===== config.mk =====
export PLATFORM = sky130hd
export DESIGN_NAME = lfu_cache
export DESIGN_NICKNAME = d
export VERILOG_FILES = /design/src/hdl/lfu_pkg.sv /design/src/hdl/lfu_cell.sv /design/src/hdl/lfu_cache.sv
export VERILOG_INCLUDE_DIRS = /design/src /design/src/hdl
export SDC_FILE = /design/constraint.sdc
export NUM_CORES = 2
export LEC_CHECK = 0
export BUFFER_PORTS_ARGS = -buffer_cell sky130_fd_sc_hd__buf_4
export CAP_MARGIN = 20
export CORE_UTILIZATION = 40
export CTS_BUF_LIST = sky130_fd_sc_hd__clkbuf_4
export DETAILED_ROUTE_END_ITERATION = 8
export PLACE_DENSITY = 0.59
export SYNTH_ARGS = -nofsm -noshare
export SYNTH_HDL_FRONTEND = slang
export SYNTH_SLANG_ARGS = --single-unit

===== constraint.sdc =====
create_clock -name i_clk -period 10.2 [get_ports i_clk]
set_input_delay 2.04 -clock i_clk [delete_from_list [all_inputs] [get_ports i_clk]]
set_output_delay 2.04 -clock i_clk [all_outputs]
set_load 0.02 [all_outputs]

===== src/hdl/assert_macros.svh =====
// Assertion helpers shared by the RTL.
`ifndef ASSERT_MACROS_SVH
`define ASSERT_MACROS_SVH

// Checked on every rising edge of i_clk, switched off while reset is applied.
`define LFU_ASSERT(lbl, prop, msg) \
    lbl: assert property (@(posedge i_clk) disable iff (!i_rst_n) prop) else $error(msg);

// Checked on every rising edge, reset included.
`define LFU_ASSERT_ALWAYS(lbl, prop, msg) \
    lbl: assert property (@(posedge i_clk) prop) else $error(msg);

`endif


===== src/hdl/lfu_pkg.sv =====
package lfu_pkg;

    localparam int KEY_W = 32;
    localparam int VAL_W = 32;
    localparam int CNT_W = 16;
    localparam int CAP_W = 5;

    // opcode of an input item
    localparam logic OP_LOOKUP = 1'b0;
    localparam logic OP_WRITE  = 1'b1;

    // update command broadcast to the cells
    localparam logic [1:0] CMD_NONE   = 2'd0;
    localparam logic [1:0] CMD_BUMP   = 2'd1;
    localparam logic [1:0] CMD_INSERT = 2'd2;

    localparam logic [CAP_W-1:0] CAP_RESET = 5'd16;

    // running result of the search as it passes along the row
    typedef struct packed {
        logic             found;
        logic             vic_found;
        logic             free_found;
        logic [VAL_W-1:0] hit_value;
        logic [CNT_W-1:0] vic_count;
    } t_carry;

    typedef struct packed {
        logic [1:0]       kind;
        logic             is_write;
        logic             evict;
        logic [KEY_W-1:0] key;
        logic [VAL_W-1:0] value;
    } t_cmd;

endpackage


===== src/hdl/lfu_cell.sv =====
module lfu_cell #(
    parameter int ENTRIES = 16,
    parameter int IDX     = 0,
    localparam int IW     = (ENTRIES > 1) ? $clog2(ENTRIES) : 1,
    localparam int CW     = $clog2(ENTRIES + 1)
) (
    input  logic                      i_clk,
    input  logic                      i_rst_n,
    // search pass
    input  logic [lfu_pkg::KEY_W-1:0] i_key,
    input  logic                      i_tok,
    input  lfu_pkg::t_carry           i_carry,
    input  logic [IW-1:0]             i_hit_idx,
    input  logic [IW-1:0]             i_hit_rank,
    input  logic [IW-1:0]             i_vic_idx,
    input  logic [IW-1:0]             i_vic_rank,
    input  logic [IW-1:0]             i_free_idx,
    input  logic [CW-1:0]             i_nvalid,
    output logic                      o_tok,
    output lfu_pkg::t_carry           o_carry,
    output logic [IW-1:0]             o_hit_idx,
    output logic [IW-1:0]             o_hit_rank,
    output logic [IW-1:0]             o_vic_idx,
    output logic [IW-1:0]             o_vic_rank,
    output logic [IW-1:0]             o_free_idx,
    output logic [CW-1:0]             o_nvalid,
    // update broadcast
    input  logic                      i_cmd_en,
    input  lfu_pkg::t_cmd             i_cmd,
    input  logic [IW-1:0]             i_cmd_idx,
    input  logic [IW-1:0]             i_cmd_rank,
    input  logic [IW-1:0]             i_cmd_vidx,
    input  logic [IW-1:0]             i_cmd_vrank
);
    import lfu_pkg::*;

    localparam logic [IW-1:0] MY_IDX = IW'(IDX);

    logic             r_valid;
    logic [KEY_W-1:0] r_key;
    logic [VAL_W-1:0] r_value;
    logic [CNT_W-1:0] r_count;
    logic [IW-1:0]    r_rank;

    logic             r_tok;
    t_carry           r_carry;
    logic [IW-1:0]    r_hit_idx;
    logic [IW-1:0]    r_hit_rank;
    logic [IW-1:0]    r_vic_idx;
    logic [IW-1:0]    r_vic_rank;
    logic [IW-1:0]    r_free_idx;
    logic [CW-1:0]    r_nvalid;

    t_carry           n_carry;
    logic [IW-1:0]    n_hit_idx;
    logic [IW-1:0]    n_hit_rank;
    logic [IW-1:0]    n_vic_idx;
    logic [IW-1:0]    n_vic_rank;
    logic [IW-1:0]    n_free_idx;

    logic w_match;
    logic w_better;
    logic w_older_victim;

    assign w_match = r_valid && (r_key == i_key);
    assign w_better = r_valid && (!i_carry.vic_found || (r_count < i_carry.vic_count) ||
                      ((r_count == i_carry.vic_count) && (r_rank > i_vic_rank)));
    assign w_older_victim = i_cmd.evict && (r_rank > i_cmd_vrank);

    // search step: fold this entry into the running result
    always_comb begin
        n_carry    = i_carry;
        n_hit_idx  = i_hit_idx;
        n_hit_rank = i_hit_rank;
        n_vic_idx  = i_vic_idx;
        n_vic_rank = i_vic_rank;
        n_free_idx = i_free_idx;
        if (!i_carry.found && w_match) begin
            n_carry.found     = 1'b1;
            n_carry.hit_value = r_value;
            n_hit_idx         = MY_IDX;
            n_hit_rank        = r_rank;
        end
        if (w_better) begin
            n_carry.vic_found = 1'b1;
            n_carry.vic_count = r_count;
            n_vic_idx         = MY_IDX;
            n_vic_rank        = r_rank;
        end
        if (!i_carry.free_found && !r_valid) begin
            n_carry.free_found = 1'b1;
            n_free_idx         = MY_IDX;
        end
    end

    // hand the token and the running result on to the next cell
    always_ff @(posedge i_clk) begin
        if (!i_rst_n) begin
            r_tok <= 1'b0;
        end else begin
            r_tok <= i_tok;
        end
    end

    always_ff @(posedge i_clk) begin
        if (i_tok) begin
            r_carry    <= n_carry;
            r_hit_idx  <= n_hit_idx;
            r_hit_rank <= n_hit_rank;
            r_vic_idx  <= n_vic_idx;
            r_vic_rank <= n_vic_rank;
            r_free_idx <= n_free_idx;
            r_nvalid   <= i_nvalid + CW'(r_valid);
        end
    end

    // entry valid bit
    always_ff @(posedge i_clk) begin
        if (!i_rst_n) begin
            r_valid <= 1'b0;
        end else if (i_cmd_en && (i_cmd.kind == CMD_INSERT)) begin
            if (i_cmd_idx == MY_IDX) begin
                r_valid <= 1'b1;
            end else if (i_cmd.evict && (i_cmd_vidx == MY_IDX)) begin
                r_valid <= 1'b0;
            end
        end
    end

    // entry payload: bump on a hit, fill on insert, age the ranks of the rest
    always_ff @(posedge i_clk) begin
        if (i_cmd_en) begin
            case (i_cmd.kind)
                CMD_BUMP: begin
                    if (i_cmd_idx == MY_IDX) begin
                        if (r_count != '1) begin
                            r_count <= r_count + CNT_W'(1);
                        end
                        r_rank <= '0;
                        if (i_cmd.is_write) begin
                            r_value <= i_cmd.value;
                        end
                    end else if (r_valid && (r_rank < i_cmd_rank)) begin
                        r_rank <= r_rank + IW'(1);
                    end
                end
                CMD_INSERT: begin
                    if (i_cmd_idx == MY_IDX) begin
                        r_key   <= i_cmd.key;
                        r_value <= i_cmd.value;
                        r_count <= CNT_W'(1);
                        r_rank  <= '0;
                    end else if (r_valid && !(i_cmd.evict && (i_cmd_vidx == MY_IDX))) begin
                        r_rank <= r_rank - IW'(w_older_victim) + IW'(1);
                    end
                end
                default: begin
                end
            endcase
        end
    end

    assign o_tok      = r_tok;
    assign o_carry    = r_carry;
    assign o_hit_idx  = r_hit_idx;
    assign o_hit_rank = r_hit_rank;
    assign o_vic_idx  = r_vic_idx;
    assign o_vic_rank = r_vic_rank;
    assign o_free_idx = r_free_idx;
    assign o_nvalid   = r_nvalid;

endmodule


===== src/hdl/lfu_cache.sv =====
// An accepted input item passes through these registered steps in order: the start
// register launches the token, each cell's register carries the sweep along the row,
// the decision is latched, the update is applied and the output register is loaded.
// A new item is taken only once the last result is loaded; a stalled output holds the next item.
// Reset (synchronous, active low): all entries invalid, capacity 16, no item in flight.
`include "assert_macros.svh"

module lfu_cache #(
    parameter int ENTRIES = 16
) (
    input  logic        i_clk,
    input  logic        i_rst_n,
    // capacity_in_use
    input  logic        i_cfg_wen,
    input  logic [4:0]  i_cfg_wdata,
    input  logic        i_s_tvalid,
    output logic        o_s_tready,
    input  logic [63:0] i_s_tdata,  // [31:0] key, [63:32] write_value
    input  logic        i_s_tuser,  // [0] opcode
    output logic        o_m_tvalid,
    input  logic        i_m_tready,
    output logic [31:0] o_m_tdata,  // [31:0] read_value
    output logic        o_m_tuser   // [0] hit
);
    import lfu_pkg::*;

    localparam int IW   = (ENTRIES > 1) ? $clog2(ENTRIES) : 1;
    localparam int CW   = $clog2(ENTRIES + 1);
    localparam int CMPW = (CW > CAP_W) ? CW : CAP_W;

    localparam logic [1:0] ST_IDLE  = 2'd0;
    localparam logic [1:0] ST_SWEEP = 2'd1;
    localparam logic [1:0] ST_UPD   = 2'd2;
    localparam logic [1:0] ST_RESP  = 2'd3;

    logic [1:0]       r_state;
    logic [1:0]       n_state;
    logic [CAP_W-1:0] r_capacity;
    logic             r_start;
    logic             r_op;
    logic [KEY_W-1:0] r_key;
    logic [VAL_W-1:0] r_wval;
    logic             r_hit;
    logic [VAL_W-1:0] r_rdval;
    logic             r_out_valid;
    logic             r_out_hit;
    logic [VAL_W-1:0] r_out_data;

    t_cmd             r_cmd;
    logic [IW-1:0]    r_cmd_idx;
    logic [IW-1:0]    r_cmd_rank;
    logic [IW-1:0]    r_cmd_vidx;
    logic [IW-1:0]    r_cmd_vrank;

    // chain links, entry 0 fed with an empty result
    logic          w_tok       [ENTRIES+1];
    t_carry        w_carry     [ENTRIES+1];
    logic [IW-1:0] w_hit_idx   [ENTRIES+1];
    logic [IW-1:0] w_hit_rank  [ENTRIES+1];
    logic [IW-1:0] w_vic_idx   [ENTRIES+1];
    logic [IW-1:0] w_vic_rank  [ENTRIES+1];
    logic [IW-1:0] w_free_idx  [ENTRIES+1];
    logic [CW-1:0] w_nvalid    [ENTRIES+1];

    logic             w_accept;
    logic             w_last;
    logic             w_out_load;
    logic [CMPW-1:0]  w_cap_eff;
    logic             w_evict;
    logic [IW-1:0]    w_ins_idx;
    t_carry           w_res;

    assign w_accept   = i_s_tvalid && o_s_tready;
    assign w_last     = w_tok[ENTRIES];
    assign w_res      = w_carry[ENTRIES];
    assign w_out_load = (r_state == ST_RESP) && (!r_out_valid || i_m_tready);

    assign w_tok[0]      = r_start;
    assign w_carry[0]    = '0;
    assign w_hit_idx[0]  = '0;
    assign w_hit_rank[0] = '0;
    assign w_vic_idx[0]  = '0;
    assign w_vic_rank[0] = '0;
    assign w_free_idx[0] = '0;
    assign w_nvalid[0]   = '0;

    // row of entry cells
    for (genvar g = 0; g < ENTRIES; g++) begin : g_cell
        lfu_cell #(
            .ENTRIES (ENTRIES),
            .IDX     (g)
        ) u_cell (
            .i_clk       (i_clk),
            .i_rst_n     (i_rst_n),
            .i_key       (r_key),
            .i_tok       (w_tok[g]),
            .i_carry     (w_carry[g]),
            .i_hit_idx   (w_hit_idx[g]),
            .i_hit_rank  (w_hit_rank[g]),
            .i_vic_idx   (w_vic_idx[g]),
            .i_vic_rank  (w_vic_rank[g]),
            .i_free_idx  (w_free_idx[g]),
            .i_nvalid    (w_nvalid[g]),
            .o_tok       (w_tok[g+1]),
            .o_carry     (w_carry[g+1]),
            .o_hit_idx   (w_hit_idx[g+1]),
            .o_hit_rank  (w_hit_rank[g+1]),
            .o_vic_idx   (w_vic_idx[g+1]),
            .o_vic_rank  (w_vic_rank[g+1]),
            .o_free_idx  (w_free_idx[g+1]),
            .o_nvalid    (w_nvalid[g+1]),
            .i_cmd_en    (r_state == ST_UPD),
            .i_cmd       (r_cmd),
            .i_cmd_idx   (r_cmd_idx),
            .i_cmd_rank  (r_cmd_rank),
            .i_cmd_vidx  (r_cmd_vidx),
            .i_cmd_vrank (r_cmd_vrank)
        );
    end

    // capacity register
    always_ff @(posedge i_clk) begin
        if (!i_rst_n) begin
            r_capacity <= CAP_RESET;
        end else if (i_cfg_wen) begin
            r_capacity <= i_cfg_wdata;
        end
    end

    // sequencer
    always_comb begin
        n_state = r_state;
        case (r_state)
            ST_IDLE:  if (w_accept) n_state = ST_SWEEP;
            ST_SWEEP: if (w_last) n_state = ST_UPD;
            ST_UPD:   n_state = ST_RESP;
            ST_RESP:  if (w_out_load) n_state = ST_IDLE;
            default:  n_state = ST_IDLE;
        endcase
    end

    always_ff @(posedge i_clk) begin
        if (!i_rst_n) begin
            r_state <= ST_IDLE;
            r_start <= 1'b0;
        end else begin
            r_state <= n_state;
            r_start <= w_accept;
        end
    end

    // input capture
    always_ff @(posedge i_clk) begin
        if (w_accept) begin
            r_op   <= i_s_tuser;
            r_key  <= i_s_tdata[31:0];
            r_wval <= i_s_tdata[63:32];
        end
    end

    // replacement decision from the finished search
    assign w_cap_eff = (CMPW'(r_capacity) > CMPW'(ENTRIES)) ? CMPW'(ENTRIES)
                                                            : CMPW'(r_capacity);
    assign w_evict   = (CMPW'(w_nvalid[ENTRIES]) >= w_cap_eff) && w_res.vic_found;

    always_comb begin
        if (!w_res.free_found) begin
            w_ins_idx = w_vic_idx[ENTRIES];
        end else if (w_evict && (w_vic_idx[ENTRIES] < w_free_idx[ENTRIES])) begin
            w_ins_idx = w_vic_idx[ENTRIES];
        end else begin
            w_ins_idx = w_free_idx[ENTRIES];
        end
    end

    always_ff @(posedge i_clk) begin
        if (w_last) begin
            r_hit          <= w_res.found;
            r_rdval        <= (r_op == OP_LOOKUP && w_res.found) ? w_res.hit_value : '0;
            r_cmd.is_write <= (r_op == OP_WRITE);
            r_cmd.evict    <= w_evict;
            r_cmd.key      <= r_key;
            r_cmd.value    <= r_wval;
            r_cmd_vidx     <= w_vic_idx[ENTRIES];
            r_cmd_vrank    <= w_vic_rank[ENTRIES];
            r_cmd_rank     <= w_hit_rank[ENTRIES];
            if (w_res.found) begin
                r_cmd_idx <= w_hit_idx[ENTRIES];
            end else begin
                r_cmd_idx <= w_ins_idx;
            end
            if (r_op == OP_LOOKUP) begin
                r_cmd.kind <= w_res.found ? CMD_BUMP : CMD_NONE;
            end else if (r_capacity == '0) begin
                r_cmd.kind <= CMD_NONE;
            end else if (w_res.found) begin
                r_cmd.kind <= CMD_BUMP;
            end else begin
                r_cmd.kind <= CMD_INSERT;
            end
        end
    end

    // output register
    always_ff @(posedge i_clk) begin
        if (!i_rst_n) begin
            r_out_valid <= 1'b0;
        end else if (w_out_load) begin
            r_out_valid <= 1'b1;
        end else if (i_m_tready) begin
            r_out_valid <= 1'b0;
        end
    end

    always_ff @(posedge i_clk) begin
        if (w_out_load) begin
            r_out_hit  <= r_hit;
            r_out_data <= r_rdval;
        end
    end

    assign o_s_tready = (r_state == ST_IDLE);
    assign o_m_tvalid = r_out_valid;
    assign o_m_tdata  = r_out_data;
    assign o_m_tuser  = r_out_hit;

    `LFU_ASSERT(a_accept_starts_sweep, w_accept |=> (r_state == ST_SWEEP), "sweep did not start")
    `LFU_ASSERT(a_token_in_sweep, w_last |-> (r_state == ST_SWEEP), "search token outside sweep")
    `LFU_ASSERT(a_result_from_resp, $rose(o_m_tvalid) |-> ($past(r_state) == ST_RESP), "result without item")
    `LFU_ASSERT_ALWAYS(a_reset_clears, !i_rst_n |=> (!o_m_tvalid && o_s_tready), "reset not applied")

endmodule


==> run summary <==
Area growth syn-to-layout = 12.7%
Mapped Area = 120000 um2
FP Rows = 201
Post CTS Setup Buffer Count = 0
synth warn = 0
Total GRT Usage = 0.201
register clock-pin slew on the reported worst setup and hold paths = 0.06 ns
Initial DRC Count = 5633
Final Max Slew Viols = 0
crit-path max FO = 5
Top Ports = 110
GR Overflow Total = 0
register area share after synthesis = 0.681
wire length of the first global-routing pass = 449 mm
PD cells = 179 nW/um2
DIE AREA = 303000 um2
R2R depth = 8
Port Buf Inserts = 109
Crit path depth = 3
Lkg Pwr = 47.7 nW
Critical Path Sink = o_s_tready
DR WL/cell = 23.6 um
status = finished, final reports clean
clock buffer depth = 4
Placeable Area = 300000 um2
Fill cells = 26443
Post-synth EDFFs = 2703
fin crit share = 0.418
die span in x = 550 um
vias per inst = 5.23
Antenna Nets Post-Route = 0
Tmin final = 4.26 ns
most common cell after layout, fill and taps aside = edfxtp_1
slowest library cell on the worst path = dfxtp_1
Yosys reg bits = 2744
count of final hold-check violations = 0
Reg-to-Reg End = g_cell[4].u_cell.o_carry[45]
CP peak stage delay = 0.38 ns
TritonCTS clock tree = built
total of max-cap violations = 0
Total Neg Setup Slack = 0 ns
Hold-fix buffers, CTS = 0
number of global-route vias before repair = 69266
antenna violations before repair = 18
GPL Wtd Cong = 0.835
Final setup viols = 0
Synthesized Nets = 8401
Max IR drop VDD = 0.145 mV
Total Power = 24.3 mW
startpoint type of the worst setup path = flop
CP Class = reg2out
total wire length = 307 mm
vias = 68127
most frequent cells in the layout = edfxtp_1, clkbuf_4, mux2_2
Post-synth top flop = edfxtp_1
RSZ-0062 raised after global routing = no
Initial Util = 0.402
Bufs and invs on worst path = 2
H-Tree Level Count = 6
clock skew = 0.170 ns
CTS root buffer = clkbuf_4
Gate Count Post-Synth = 7791
hpwl dp = 192 mm
fmax = 235 MHz
Worst R2R Start = r_key[11]
DRC = 0
Netlist cell types = 64
Synth async-reset ratio = 0
worst-margin pin slew = 1.16 ns
Die Ht = 550 um
Crit. End Element = output pin
total CTS buffers = 712
Final #Nets = 9156
worst reg2reg setup slack = 6.42 ns
Rel. slew slack = 0.226
Critical Path Start = r_state[0]
hold crit path type = reg2reg
critical path arrival = 2.22 ns
Top delay family on crit path = flip-flops
CTS Sinks = 2744
post-CTS resize count = 0
clock latency at the later pin of the worst-skew pair = 1.40 ns
crit-path cells = inv_1, ha_1, buf_4
syn avg cell area = 15.4 um2
layout cells sized above 1 = 0.261
drt first pass iters = 5
Critical Path RT = 8.16 ns
pin count of the biggest net entering global routing = 209
==> worst min-delay path by stage <==
stage / cells after the start / slack [ns] / endpoint / from
floorplan: 0 / 0.40 / o_m_tdata[0] / r_rdval[0]
global placement: 0 / 0.40 / r_cmd[7] / r_wval[7]
detailed placement: 0 / 0.40 / r_cmd[6] / r_wval[6]
CTS: 0 / 0.41 / r_cmd[6] / r_wval[6]
global route: 0 / 0.42 / r_cmd[9] / r_wval[9]
finish: 0 / 0.41 / r_cmd[6] / r_wval[6]
==> metrics by stage <==
step / hold slack (ns) / setup slack [ns] / cell area [um2] / std cells / util
floorplan: 0.400 / 6.18 / 120000 / 7791 / -
global placement: 0.400 / 6.53 / 127000 / 11780 / 0.422
detailed placement: 0.405 / 6.51 / 127000 / 11786 / 0.423
CTS: 0.413 / 5.75 / 135000 / 13003 / 0.452
global route: 0.420 / 5.70 / 136000 / 13012 / 0.452
finish: 0.411 / 5.94 / 136000 / 13027 / 0.453
==> sequential cells by signal, indices dropped and copies added, names as in the netlist, 16 cells and up <==
signal / count
r_wval: 32
g_cell.u_cell.o_free_idx: 49
g_cell.u_cell.o_carry: 800
o_m_tdata: 32
r_key: 32
r_cmd: 68
g_cell.u_cell.r_key: 512
g_cell.u_cell.o_hit_rank: 64
g_cell.u_cell.r_count: 256
g_cell.u_cell.r_rank: 64
g_cell.u_cell.r_value: 512
g_cell.u_cell.o_hit_idx: 49
g_cell.u_cell.o_nvalid: 69
r_rdval: 32
g_cell.u_cell.o_tok: 16
g_cell.u_cell.r_valid: 16
g_cell.u_cell.o_vic_rank: 64
g_cell.u_cell.o_vic_idx: 49
==> layer usage <==
metal / global-route usage / wire, um / vias to the layer above
met5: 0 / 42 / -
met3: 0.0400 / 22000 / 563
met4: 0.0641 / 8660 / 6
li1: - / - / 31025
met2: 0.316 / 140000 / 2394
met1: 0.279 / 137000 / 34139
==> logic make-up after synthesis <==
family	after synthesis	synth area share
AO/OA/AOI/OAI	632	0.0324
XOR/XNOR	780	0.0568
adder cells (fa/ha/maj)	535	0.0556
buffers and inverters	625	0.0230
flip-flops	2744	0.681
multiplexers	846	0.0789
AND/OR/NAND/NOR	1629	0.0719
==> worst reg2reg max path, delay by kind of cell (launching register included) <==
family                    cells  cell delay, ns
and+or+nand+nor               4            1.42
DFF                           1            0.33
muxes                         1            0.45
buffers and inverters         2            1.04
xor gates and xnor gates      1            0.20
==> final cells by class <==
type | count | area (um2) | share of cell area
clock buffer | 1041 | 7820 | 0.0577
antenna | 20 | 50.0 | 0.000369
inverter | 380 | 1430 | 0.0105
timing repair buffer | 286 | 2280 | 0.0168
tap | 3958 | 4950 | 0.0365
multi-input combinational | 4422 | 36000 | 0.266
sequential | 2744 | 82000 | 0.605
clock inverter | 176 | 977 | 0.00721
==> report_power, final <==
group          switching (mW)  total (mW)  internal, mW
Sequential              0.249        13.0          12.8
Clock                    4.48        9.30          4.82
Combinational            1.27        1.92         0.652
==> synthesized netlist by cell type, types with 4 or more instances <==
cell / n / area, um2
xor2_1: 593 / 5190
a21oi_1: 240 / 1200
buf_2: 84 / 420
mux2_1: 26 / 293
buf_1: 14 / 52.6
nor3_1: 33 / 165
a221o_1: 6 / 60.1
o21ai_0: 139 / 696
a21o_1: 38 / 285
nand2_1: 194 / 728
or3_1: 39 / 244
a2111oi_0: 4 / 35.0
a21boi_0: 5 / 37.5
nand3_1: 179 / 896
o211ai_1: 37 / 278
o211ai_2: 6 / 75.1
buf_6: 16 / 180
or4_1: 7 / 52.6
and2_1: 107 / 669
a221oi_1: 11 / 96.3
nor3_2: 12 / 120
nor4_1: 101 / 632
buf_4: 50 / 375
a22o_1: 16 / 140
nand2b_1: 89 / 557
a41oi_1: 16 / 140
xnor2_1: 187 / 1640
clkbuf_1: 79 / 297
nor2_1: 384 / 1440
edfxtp_1: 2703 / 81200
or2_2: 105 / 657
and3_1: 53 / 332
inv_1: 380 / 1430
nand4b_1: 12 / 105
mux2_2: 790 / 8900
nand4_1: 141 / 882
ha_1: 535 / 6690
o21a_1: 59 / 443
and4_1: 9 / 78.8
nor2b_1: 148 / 926
dfxtp_1: 41 / 821
a211oi_1: 21 / 158
mux2i_1: 30 / 300
a31oi_1: 22 / 138
No activity file was read; power rests on OpenSTA's default activity.
